[config.mk]
export PLATFORM = sky130hd
export DESIGN_NAME = futex_wait_queue_engine_top
export DESIGN_NICKNAME = d
export VERILOG_FILES = /design/src/rtl/fwqe_pkg.sv /design/src/rtl/futex_wait_queue_engine_top.sv
export VERILOG_INCLUDE_DIRS = /design/src /design/src/rtl
export SDC_FILE = /design/constraint.sdc
export NUM_CORES = 1
export LEC_CHECK = 0
export BUFFER_PORTS_ARGS = -buffer_cell sky130_fd_sc_hd__clkbuf_2
export CAP_MARGIN = 25
export CORE_MARGIN = 2
export CORE_UTILIZATION = 30
export DETAILED_ROUTE_END_ITERATION = 10
export HOLD_SLACK_MARGIN = 0.15
export PLACE_DENSITY = 0.52
export SLEW_MARGIN = 25
export SYNTH_ARGS = -nofsm -noshare
export SYNTH_HDL_FRONTEND = slang
export SYNTH_SLANG_ARGS = --single-unit
[constraint.sdc]
create_clock -name clock -period 4.81 [get_ports clock]
set_clock_uncertainty 0.15 [all_clocks]
set_input_delay 0 -clock clock [delete_from_list [all_inputs] [get_ports clock]]
set_output_delay 0 -clock clock [all_outputs]
set_load 0.005 [all_outputs]
[src/rtl/futex_wait_queue_engine_top_defines.svh]
// Assertion macros shared by the futex queue RTL.
`ifndef FUTEX_WAIT_QUEUE_ENGINE_TOP_DEFINES_SVH
`define FUTEX_WAIT_QUEUE_ENGINE_TOP_DEFINES_SVH
// Implication checked on every clock edge outside reset.
`define FWQ_ASSERT_IMPL(lbl, ante, cons, msg) \
   lbl: assert property (@(posedge clock) disable iff (reset) (ante) |-> (cons)) \
      else $error(msg);
// Next-cycle implication.
`define FWQ_ASSERT_NEXT(lbl, ante, cons, msg) \
   lbl: assert property (@(posedge clock) disable iff (reset) (ante) |=> (cons)) \
      else $error(msg);
`endif

[src/rtl/fwqe_pkg.sv]
// Shared status codes and widths for the futex queue engine.
package fwqe_pkg;
   localparam int AddrWidth = 48;
   localparam int ValueWidth = 32;
   localparam int ThreadWidth = 16;
   localparam int CountWidth = 16;
   localparam int StatusWidth = 3;
   localparam int SoFarWidth = 5;
   localparam int MaxWoken = 16;

   localparam logic [1:0] ACT_WAIT = 2'd0;
   localparam logic [1:0] ACT_WAKE = 2'd1;

   localparam logic [2:0] ST_BLOCKED = 3'd0;
   localparam logic [2:0] ST_MISMATCH = 3'd1;
   localparam logic [2:0] ST_WOKE = 3'd2;
   localparam logic [2:0] ST_NONE = 3'd3;
   localparam logic [2:0] ST_UNSUPP = 3'd4;
   localparam logic [2:0] ST_FULL = 3'd5;

   typedef struct packed {
      logic [StatusWidth-1:0] status;
      logic [ThreadWidth-1:0] woken_thread;
      logic [SoFarWidth-1:0]  woken_so_far;
      logic                   last;
   } rsp_type;
endpackage

[src/rtl/futex_wait_queue_engine_top.sv]
// Futex wait/wake queue engine: key table search and waiter lists in memory.
//
// Channel  Dir  Handshake            Payload
// req      in   req_tvalid/tready    tdata: action, address, cur, cmp, thread, count
// rsp      out  rsp_tvalid/tready    tdata: status, woken_thread, woken_so_far; tlast
//
// A wait runs the key search, a decide state and the list update (S_WLINK then
// S_WDATA), then stays in emit until the response is taken.
// A wake runs the key search, a decide state and a head read state, then for
// each woken thread a memory read of the waiter then the write back; the waiter
// memory read port sets this order.
// Synchronous reset clears the key valid bits and the free list control; the
// link memory is swept after reset before requests are taken.
// A stalled response holds the engine in its emit state; requests then wait.
`include "futex_wait_queue_engine_top_defines.svh"
module futex_wait_queue_engine_top #(
   parameter int KEYS = 8,
   parameter int WAITERS = 16
) (
   input  logic         clock,
   input  logic         reset,
   input  logic         req_tvalid,
   output logic         req_tready,
   // [1:0] action, [49:2] address, [81:50] current_value, [113:82] compare_value,
   // [129:114] thread_id, [145:130] wake_count, [151:146] zero
   input  logic [151:0] req_tdata,
   output logic         rsp_tvalid,
   input  logic         rsp_tready,
   // [2:0] status, [18:3] woken_thread, [23:19] woken_so_far
   output logic [23:0]  rsp_tdata,
   output logic         rsp_tlast
);
   import fwqe_pkg::*;

   localparam int KW = (KEYS > 1) ? $clog2(KEYS) : 1;
   localparam int WW = (WAITERS > 1) ? $clog2(WAITERS) : 1;
   localparam int FCW = $clog2(WAITERS + 1);
   localparam int KCW = $clog2(KEYS + 1);

   localparam logic [3:0] S_SWEEP = 4'd0;
   localparam logic [3:0] S_IDLE = 4'd1;
   localparam logic [3:0] S_SEARCH = 4'd2;
   localparam logic [3:0] S_DECIDE = 4'd3;
   localparam logic [3:0] S_WLINK = 4'd4;
   localparam logic [3:0] S_RDW = 4'd5;
   localparam logic [3:0] S_WDATA = 4'd6;
   localparam logic [3:0] S_EMIT = 4'd7;
   localparam logic [3:0] S_WEMIT = 4'd8;

   // memories
   logic [AddrWidth-1:0]   key_mem [KEYS];
   logic [WW-1:0]          head_mem [KEYS];
   logic [WW-1:0]          tail_mem [KEYS];
   logic [ThreadWidth-1:0] thr_mem [WAITERS];
   logic [WW-1:0]          link_mem [WAITERS];

   logic [KEYS-1:0]        in_use_ff, in_use_in;
   logic [3:0]             state_ff, state_in;
   logic [WW-1:0]          free_head_ff, free_head_in;
   logic [FCW-1:0]         free_count_ff, free_count_in;
   logic [KCW-1:0]         kidx_ff, kidx_in;
   logic                   found_ff, found_in;
   logic [KW-1:0]          key_ff, key_in;
   logic [1:0]             act_ff;
   logic [AddrWidth-1:0]   addr_ff;
   logic                   match_ff;
   logic [ThreadWidth-1:0] tid_ff;
   logic [SoFarWidth-1:0]  want_ff;
   logic [SoFarWidth-1:0]  n_ff, n_in;
   logic [WW-1:0]          head_ff, head_in, tail_ff, tail_in;
   logic [WW-1:0]          w_ff, w_in;
   logic [WW-1:0]          sweep_ff;
   rsp_type                rsp_ff, rsp_in;

   // registered memory reads
   logic [AddrWidth-1:0]   key_rd_ff;
   logic [WW-1:0]          link_rd_ff;
   logic [ThreadWidth-1:0] thr_rd_ff;
   logic [WW-1:0]          hd_rd_ff, tl_rd_ff;

   logic [KW-1:0]          key_raddr;
   logic [WW-1:0]          wait_raddr;
   logic                   link_we, thr_we, ht_we, key_we;
   logic [WW-1:0]          link_waddr, link_wdata, hd_wdata, tl_wdata;
   logic [KW-1:0]          first_free;
   logic                   any_free;

   assign req_tready = (state_ff == S_IDLE);
   assign rsp_tvalid = (state_ff == S_EMIT);
   assign rsp_tdata = {rsp_ff.woken_so_far, rsp_ff.woken_thread, rsp_ff.status};
   assign rsp_tlast = rsp_ff.last;

   // lowest free key slot
   always_comb begin
      first_free = '0;
      any_free = 1'b0;
      for (int i = KEYS - 1; i >= 0; i--) begin
         if (!in_use_ff[i]) begin
            first_free = KW'(i);
            any_free = 1'b1;
         end
      end
   end

   assign key_raddr = kidx_ff[KW-1:0];

   // memory ports
   always_ff @(posedge clock) begin
      key_rd_ff <= key_mem[key_raddr];
      hd_rd_ff <= head_mem[key_ff];
      tl_rd_ff <= tail_mem[key_ff];
      link_rd_ff <= link_mem[wait_raddr];
      thr_rd_ff <= thr_mem[wait_raddr];
      if (key_we) key_mem[key_ff] <= addr_ff;
      if (ht_we) begin
         head_mem[key_ff] <= hd_wdata;
         tail_mem[key_ff] <= tl_wdata;
      end
      if (thr_we) thr_mem[w_ff] <= tid_ff;
      if (link_we) link_mem[link_waddr] <= link_wdata;
   end

   // request capture
   always_ff @(posedge clock) begin
      if (req_tvalid && req_tready) begin
         act_ff <= req_tdata[1:0];
         addr_ff <= req_tdata[49:2];
         match_ff <= (req_tdata[81:50] == req_tdata[113:82]);
         tid_ff <= req_tdata[129:114];
         want_ff <= (req_tdata[145:130] > CountWidth'(MaxWoken)) ?
            SoFarWidth'(MaxWoken) : req_tdata[130 +: SoFarWidth];
      end
   end

   // control sequencer
   always_comb begin
      state_in = state_ff;
      in_use_in = in_use_ff;
      free_head_in = free_head_ff;
      free_count_in = free_count_ff;
      kidx_in = kidx_ff;
      found_in = found_ff;
      key_in = key_ff;
      n_in = n_ff;
      head_in = head_ff;
      tail_in = tail_ff;
      w_in = w_ff;
      rsp_in = rsp_ff;
      wait_raddr = free_head_ff;
      link_we = 1'b0;
      thr_we = 1'b0;
      ht_we = 1'b0;
      key_we = 1'b0;
      link_waddr = sweep_ff;
      link_wdata = (sweep_ff == WW'(WAITERS - 1)) ? '0 : WW'(sweep_ff + 1'b1);
      hd_wdata = head_ff;
      tl_wdata = tail_ff;
      case (state_ff)
         S_SWEEP: begin
            link_we = 1'b1;
            if (sweep_ff == WW'(WAITERS - 1)) state_in = S_IDLE;
         end
         S_IDLE: begin
            kidx_in = '0;
            found_in = 1'b0;
            n_in = '0;
            if (req_tvalid) state_in = S_SEARCH;
         end
         S_SEARCH: begin
            // one key read per cycle; compare the previous read
            if (kidx_ff != '0) begin
               if (in_use_ff[KW'(kidx_ff - 1'b1)] && key_rd_ff == addr_ff && !found_in) begin
                  found_in = 1'b1;
                  key_in = KW'(kidx_ff - 1'b1);
               end
            end
            if (kidx_ff == KCW'(KEYS)) state_in = S_DECIDE;
            else kidx_in = kidx_ff + 1'b1;
         end
         S_DECIDE: begin
            rsp_in = '{status: ST_UNSUPP, woken_thread: '0, woken_so_far: '0, last: 1'b1};
            state_in = S_EMIT;
            if (act_ff == ACT_WAIT) begin
               if (!match_ff) rsp_in.status = ST_MISMATCH;
               else if (free_count_ff == '0) rsp_in.status = ST_FULL;
               else if (!found_ff && !any_free) rsp_in.status = ST_FULL;
               else begin
                  if (!found_ff) key_in = first_free;
                  w_in = free_head_ff;
                  state_in = S_WLINK;
               end
            end else if (act_ff == ACT_WAKE) begin
               if (!found_ff || want_ff == '0) rsp_in.status = ST_NONE;
               else state_in = S_RDW;
            end
         end
         S_WLINK: begin
            // link_rd_ff / hd,tl reads now valid
            free_head_in = link_rd_ff;
            free_count_in = free_count_ff - 1'b1;
            thr_we = 1'b1;
            link_we = 1'b1;
            link_waddr = w_ff;
            link_wdata = '0;
            state_in = S_WDATA;
            if (!in_use_ff[key_ff]) begin
               in_use_in[key_ff] = 1'b1;
               key_we = 1'b1;
               head_in = w_ff;
            end else begin
               head_in = hd_rd_ff;
            end
            tail_in = w_ff;
         end
         S_WDATA: begin
            ht_we = 1'b1;
            if (in_use_ff[key_ff] && head_ff != w_ff) begin
               link_we = 1'b1;
               link_waddr = tl_rd_ff;
               link_wdata = w_ff;
            end
            rsp_in = '{status: ST_BLOCKED, woken_thread: '0, woken_so_far: '0, last: 1'b1};
            state_in = S_EMIT;
         end
         S_RDW: begin
            // head/tail read valid; read waiter at head next
            head_in = hd_rd_ff;
            tail_in = tl_rd_ff;
            wait_raddr = hd_rd_ff;
            state_in = S_WEMIT;
         end
         S_WEMIT: begin
            n_in = n_ff + 1'b1;
            rsp_in = '{status: ST_WOKE, woken_thread: thr_rd_ff,
                       woken_so_far: n_ff + 1'b1, last: 1'b0};
            link_we = 1'b1;
            link_waddr = head_ff;
            link_wdata = free_head_ff;
            free_head_in = head_ff;
            free_count_in = free_count_ff + 1'b1;
            if (head_ff == tail_ff) begin
               in_use_in[key_ff] = 1'b0;
               rsp_in.last = 1'b1;
            end else begin
               head_in = link_rd_ff;
               ht_we = 1'b1;
               hd_wdata = link_rd_ff;
               tl_wdata = tail_ff;
               if (n_ff + 1'b1 == want_ff) rsp_in.last = 1'b1;
            end
            state_in = S_EMIT;
         end
         S_EMIT: begin
            wait_raddr = head_ff;
            if (rsp_tready) begin
               if (rsp_ff.last) state_in = S_IDLE;
               else state_in = S_WEMIT;
            end
         end
         default: state_in = S_IDLE;
      endcase
   end

   always_ff @(posedge clock) begin
      if (reset) begin
         state_ff <= S_SWEEP;
         in_use_ff <= '0;
         free_head_ff <= '0;
         free_count_ff <= FCW'(WAITERS);
         sweep_ff <= '0;
         kidx_ff <= '0;
         found_ff <= 1'b0;
      end else begin
         state_ff <= state_in;
         in_use_ff <= in_use_in;
         free_head_ff <= free_head_in;
         free_count_ff <= free_count_in;
         sweep_ff <= (state_ff == S_SWEEP) ? WW'(sweep_ff + 1'b1) : sweep_ff;
         kidx_ff <= kidx_in;
         found_ff <= found_in;
      end
   end

   always_ff @(posedge clock) begin
      key_ff <= key_in;
      n_ff <= n_in;
      head_ff <= head_in;
      tail_ff <= tail_in;
      w_ff <= w_in;
      rsp_ff <= rsp_in;
   end

   `FWQ_ASSERT_IMPL(a_free_bound, 1'b1, free_count_ff <= FCW'(WAITERS), "free count overflow")
   `FWQ_ASSERT_NEXT(a_rsp_hold, rsp_tvalid && !rsp_tready, rsp_tvalid && $stable(rsp_tdata), "response dropped")
   `FWQ_ASSERT_IMPL(a_no_req_busy, rsp_tvalid, !req_tready, "request taken while emitting")
   `FWQ_ASSERT_IMPL(a_so_far, rsp_tvalid && rsp_ff.status == ST_WOKE, rsp_ff.woken_so_far != '0, "woken count zero")
endmodule
==> flow_summary_export.csv, run 1 <==
group,metric,value,unit
synthesis,ys_ff_latch,991,
power_and_ir_drop,comb_power_share,0.016,
sta,tightest_slew,1.034,ns
setup_path,startpoint_type,"register",
synthesis,synth_nets,2122,
cts,root_buffer,"clkbuf_16",
place,io_buffer_count,176,
grt,gr-total-overflow,0,
cells_and_area,regArea,28710,um2
cells_and_area,layout.nets,2533,
synthesis,syn_inst,1957,
power_and_ir_drop,p_leak,15.20,nW
grt,first_global_vias,20707,
power_and_ir_drop,p_per_area,381.6,nW/um2
status,status,"finished, final reports clean",
job,cap_violations,0,
synthesis,netlist_area,37940,um2
cts,cts_setup_buffers,0,
cts,h-tree-depth,3,
synthesis,yosysWarnings,0,
setup_path,critical_path_class,"register to register",
setup_path,critPathLaunch,"key_ff[1]",
cells_and_area,num-fill-cells,11667,
setup_path,reg2reg_setup_slack,1.16,ns
power_and_ir_drop,intPower,14.27,mW
synthesis,synth_ff_type,"edfxtp_1",
synthesis,synth-edff-count,885,
drt,detail_route.wl_per_cell,21.60,um
cts,cts-resized-gates,0,
power_and_ir_drop,switching_share,0.1929,
place,hpwlAfterDp,50.98,mm
power_and_ir_drop,p_clk_frac,0.458,
synthesis,avgSynthCellArea,19.38,um2
setup_path,cp.required,4.96,ns
worst_hold_path,hold_class,"register to register",
setup_path,timing.rr.start,"key_ff[1]",
synthesis,ys_seq_area_frac,0.7565,
die,dieArea,129300,um2
drt,drt_iter0_drc,1604,
die,die_h,359.6,um
power_and_ir_drop,p_sw,3.411,mW
synthesis,async_flop_share,0,
setup_path,end_kind,"register",
power_and_ir_drop,ir_worst_vdd,0.0003090,V
cts,cts.sinks,991,
sta,timing_hold_violations_final,0,
drt,drt_wl_total,88.73,mm
drt,num_vias,19635,
drt,via_per_inst,4.781,
die,rows,130,
sta,setup_viol_count_final,0,
grt,grt_pass1_wl,132.5,mm
cts,worstSkewPairLatency,0.68,ns
die,pin_count,183,
setup_path,cp.arrival,3.81,ns
cts,cts_tree,"yes",
worst_hold_path,worstHoldStart,"tail_mem[1][3]",
power_and_ir_drop,total_power,17.68,mW
setup_path,worst-path-max-fanout,18,
sta,period_needed,3.652,ns
die,die_w,359.6,um
cts,clkTransAtPathRegs,0.06,ns
sta,slew_headroom,0.3031,
sta,slew_violations,0,
sta,fin_setup_tns,0,ns
sta,max_clock_freq,273.9,MHz
power_and_ir_drop,seq_power_share,0.526,
die,start_util,0.3021,
grt,grt_antenna_before_repair,3,
cells_and_area,syn_to_final_growth,22.16,%
place,routabilityCongestion,0.8439,
cells_and_area,multi_input_area,8813,um2
cts,holdBufCountCts,162,
die,coreArea,125600,um2
sta,fin_crit_sh,0.7592,
drt,drtAntennaViolNets,0,
drt,route.detailed.drc,0,
drt,first_pass_iters,7,
cts,cts_made_buffers,104,
sta,rsz0062_at_grt,"false",
cells_and_area,post_route_cells_drive_above_1_share,0.2691,
cts,cts_max_path_buffers,3,
synthesis,ys_types,75,
grt,grt_max_degree,103,
grt,grtUsageTotal,0.1361,
==> sequential cells by signal, indices dropped and copies added, names as in the netlist, 5 cells and up, named ones only <==
register	count
key_mem	384
thr_mem	256
link_mem	64
addr_ff	48
key_rd_ff	48
head_mem	32
tail_mem	32
rsp_tdata	24
thr_rd_ff	16
tid_ff	16
free_count_ff	5
n_ff	5
want_ff	5
==> worst paths after layout <==
path                                       end  cells after the start
worst max-delay path            link_mem[3][3]                      6
worst min-delay path               tl_rd_ff[3]                      2
worst max register to register  link_mem[3][3]                      6
worst min register to register     tl_rd_ff[3]                      2
==> layout make-up <==
type	instances	share of cell area
multi-input combinational	844	0.1902
clock buffer	148	0.06301
antenna	1	0.00005400
timing repair buffer	396	0.06820
sequential	991	0.6194
clock inverter	46	0.01207
inverter	31	0.002511
tap	1650	0.04455
==> critical path, stage by stage (launching register included) <==
cell      delay [ns]
edfxtp_1        0.59
and3b_1         0.43
a22o_1          0.38
nor3_2          0.50
o211ai_1        0.33
nand2b_1        0.29
nor3_1          0.60
==> cell usage in the layout, fill, tap and decap left out, types with 8 or more instances in the layout <==
cell type and instances:
buf_4 40, buf_12 14, clkinv_1 14, xor2_1 61
o21ai_0 20, nand2b_1 16, mux4_2 178, nor3_1 25
nor4_1 17, ha_1 8, a21oi_1 22, nand2_1 63
and2_1 23, a22oi_1 73, nor2_1 65, edfxtp_1 885
nand3_1 14, mux2i_1 13, nor2b_1 14, clkbuf_8 11
clkinv_2 15, clkbuf_16 106, nand4_1 18, dlygate4sd3_1 162
bufinv_16 11, mux2_2 59, clkbuf_2 176, xnor2_1 34
dfxtp_1 103, clkbuf_1 31, inv_1 26
==> through the flow <==
stage,setup slack [ns],hold WS (ns),instances,utilization,cell area [um2]
floorplan,0.6747,-0.05113,1957,-,37940
global placement,1.265,0.02813,3746,0.3278,41160
detailed placement,1.079,0.02861,3746,0.3278,41160
CTS,1.067,0.3099,4102,0.3684,46260
global route,0.8485,0.3288,4107,0.3691,46340
finish,1.158,0.3227,4107,0.3691,46340
==> power by group through the flow <==
stage	Sequential, mW	Clock (mW)	Combinational [mW]
2_1_floorplan	9.47	0	0.0771
3_3_place_gp	9.48	0	0.182
3_5_place_dp	9.48	0	0.184
4_1_cts	9.30	8.33	0.284
5_1_grt	9.29	8.65	0.308
6_report	9.30	8.10	0.283
==> synthesized netlist by cell type, types with 4 or more instances <==
cell	n	area (um2)
a21oi_1	22	110.1
a221o_1	4	40.04
a221oi_1	6	52.55
a22o_1	6	52.55
a22oi_1	73	548.0
a311oi_1	5	43.79
and2_1	23	143.9
and3_1	6	37.54
buf_1	4	15.01
buf_2	13	65.06
buf_4	9	67.56
clkbuf_1	63	236.5
dfxtp_1	106	2122
edfxtp_1	885	26580
ha_1	8	100.1
inv_1	30	112.6
mux2_2	59	664.4
mux2i_1	13	130.1
mux4_2	178	4009
nand2_1	63	236.5
nand2b_1	16	100.1
nand3_1	14	70.07
nand3b_1	4	30.03
nand4_1	18	112.6
nor2_1	67	251.5
nor2b_1	15	93.84
nor3_1	29	145.1
nor4_1	17	106.4
o21ai_0	21	105.1
o22ai_1	6	37.54
o31ai_1	4	30.03
or2_2	4	25.02
or3_1	5	31.28
or4_1	4	30.03
xnor2_1	34	297.8
xor2_1	61	534.3
==> cells by family (layout without fill, tap and decap cells) <==
logic type,count (synthesis),in the layout,share of synthesized area
flops,991,991,0.7565
mux,250,250,0.1266
other cells,0,1,0
buf+inv,122,621,0.01379
compound gates,187,187,0.03628
fa+ha+maj,9,9,0.003166
simple gates,303,303,0.04176
xor+xnor,95,95,0.02193
==> metal layers <==
layer,vias to the layer above,global-route usage,share of wire
met1,10267,0.1772,0.42
met4,0,0.04045,0.025
met2,487,0.2320,0.50
met5,-,0,0
li1,8753,-,-
met3,128,0.02413,0.049
Note: power is estimated with default switching activity, not from simulation.
==> run 2: changes to the inputs <==
Clock period 4.81 ns to 3.4 ns, I/O delays scaled along.
==> run 2 against run 1 <==
Net effect:
- via count up 2.6%
- design area up 1.8%
- wire length up 2.3%
- total power up 46%
- non-clock buffer count up 69
- combinational power up 47%
- clock-buffer cell count down 3
- utilization up 0.65 points
- flip-flop and latch count unchanged
- register-to-register slack worse by 0.89 ns
- sequential share of layout area down 1.1 points
==> flow_summary_export.csv, run 2 (synthesis results as in run 1) <==
group,metric,value,unit
grt,grt_antenna_before_repair,6,
grt,grtUsageTotal,0.1396,
power_and_ir_drop,p_per_area,546.6,nW/um2
power_and_ir_drop,p_clk_frac,0.474,
cells_and_area,stdcell_area,47160,um2
cts,root_buffer,"clkbuf_16",
grt,grt_max_degree,65,
drt,route.detailed.drc,0,
sta,period_needed,3.134,ns
cells_and_area,post_route_cells_drive_above_1_share,0.2992,
worst_hold_path,min_to,"match_ff",
grt,grt_pass1_wl,136.0,mm
die,coreArea,125600,um2
sta,slew_headroom,0.3469,
drt,detail_route.wl_per_cell,21.69,um
sta,fin_setup_tns,0,ns
die,die_h,359.6,um
setup_path,critical_path_class,"register to register",
sta,rsz0062_at_grt,"false",
drt,drt_iter0_drc,1842,
sta,max_clock_freq,319.0,MHz
die,start_util,0.3021,
setup_path,end_kind,"register",
drt,drt_wl_total,90.73,mm
sta,slew_violations,0,
power_and_ir_drop,seq_power_share,0.510,
cts,clkTransAtPathRegs,0.07,ns
place,io_buffer_count,176,
cts,cts_setup_buffers,0,
setup_path,cp.required,3.87,ns
grt,first_global_vias,21448,
power_and_ir_drop,ir_worst_vdd,0.0003502,V
place,hpwlAfterDp,54.80,mm
cells_and_area,layout.nets,2604,
drt,via_per_inst,4.814,
sta,setup_viol_count_final,0,
die,rows,130,
cells_and_area,largest_register,"key_mem",
worst_hold_path,hold_class,"input pin to register",
setup_path,r2r-end,"state_ff[1]",
sta,tightest_slew,0.9796,ns
power_and_ir_drop,intPower,20.70,mW
cells_and_area,multi_input_area,8816,um2
cells_and_area,layout_common_cells,"885 x edfxtp_1, 178 x mux4_2, 176 x clkbuf_2",
cells_and_area,num-fill-cells,11539,
place,routabilityCongestion,0.8338,
die,dieArea,129300,um2
drt,drtAntennaViolNets,0,
setup_path,startpoint_type,"register",
cells_and_area,reg.largest.list,"key_mem (384), thr_mem (256), link_mem (64)",
die,die_w,359.6,um
drt,num_vias,20140,
status,status,"finished, final reports clean",
power_and_ir_drop,p_sw,5.079,mW
cts,cts_max_path_buffers,3,
power_and_ir_drop,switching_share,0.1971,
cts,cts_made_buffers,106,
drt,first_pass_iters,5,
grt,gr-total-overflow,0,
cells_and_area,final_common_cell,"edfxtp_1",
die,pin_count,183,
setup_path,timing.rr.start,"state_ff[1]",
sta,fin_crit_sh,0.9219,
worst_hold_path,whs_path_depth,6,
setup_path,worst-path-max-fanout,12,
cells_and_area,largest_register_ffs,384,
setup_path,cp.arrival,3.61,ns
cells_and_area,regArea,28710,um2
cts,cts_tree,"yes",
job,cap_violations,0,
setup_path,reg2reg_setup_slack,0.27,ns
cells_and_area,syn_to_final_growth,24.30,%
power_and_ir_drop,total_power,25.78,mW
place,placedInstanceArea,41740,um2
sta,timing_hold_violations_final,0,
worst_hold_path,worstHoldStart,"req_tdata[83]",
power_and_ir_drop,p_leak,15.70,nW
cts,cts.sinks,991,
power_and_ir_drop,comb_power_share,0.016,
setup_path,worstRegToRegCells,9,
cts,h-tree-depth,3,
cts,worstSkewPairLatency,0.72,ns
## run 2: cell types whose count changed in the layout (fill, tap and decap cells not counted), sizes merged
cell	change
buf	+69
bufinv	+3
clkinv	+3
inv	+1
clkinvlp	+4
clkbuf	-3
## run 2: stage by stage
stage | setup slack (ns) | hold WS [ns] | util | cells
6_report | 0.2655 | 0.2474 | 0.3755 | 4184
5_1_grt | 0.04611 | 0.2456 | 0.3755 | 4183
4_1_cts | 0.02580 | 0.1848 | 0.3753 | 4182
3_5_place_dp | 0.3705 | 0.02861 | 0.3324 | 3818
3_3_place_gp | 0.4141 | 0.02734 | 0.3324 | 3818
2_1_floorplan | 0.05445 | -0.05113 | - | 1957
## run 2: what timing repair did
action | 4_1_cts | 5_1_grt
hold buffers | 162 | 0
endpoints found under the setup margin | 0 | 1
endpoints found under the hold margin | 174 | 0
gates resized for setup | 0 | 2
## run 2: critical path, stage by stage (launching register included)
cell,delay (ns)
dfxtp_2,0.47
buf_4,0.24
nor4b_2,0.44
buf_4,0.23
and2_1,0.23
a21o_1,0.23
o21ai_0,0.12
o21a_1,0.12
a311oi_1,0.24
dlygate4sd3_1,0.59
## run 2: power groups by stage
stage | combinational, mW | sequential [mW] | clock [mW]
floorplan | 0.109 | 13.4 | 0
global placement | 0.274 | 13.4 | 0
detailed placement | 0.278 | 13.4 | 0
CTS | 0.420 | 13.2 | 12.5
global route | 0.453 | 13.1 | 13.0
finish | 0.415 | 13.2 | 12.2
## run 2: area by class of cell
class	instances	area share
tap	1650	0.04378
timing repair buffer	465	0.07806
multi-input combinational	844	0.1870
sequential	991	0.6088
antenna	1	0.00005307
inverter	31	0.002468
clock inverter	57	0.01584
clock buffer	145	0.06405
## run 2: layer usage
layer  track usage  routed length (um)  vias to the layer above
met3       0.03207                5371                      143
li1              -                   -                     8896
met1        0.1814               38700                    10508
met4       0.04095                2101                        2
met2        0.2328               44550                      591
met5             0                   7                        -
## run 2: how the worst max path moves through the flow
stage / startpoint / to / slack, ns
3_5_place_dp: state_ff[3] / free_count_ff[3] / 0.37
6_report: state_ff[1] / state_ff[1] / 0.27
3_3_place_gp: state_ff[3] / free_count_ff[3] / 0.41
5_1_grt: state_ff[3] / free_count_ff[3] / 0.05
4_1_cts: state_ff[1] / state_ff[1] / 0.03
2_1_floorplan: key_ff[1] / key_mem[3][0] / 0.05
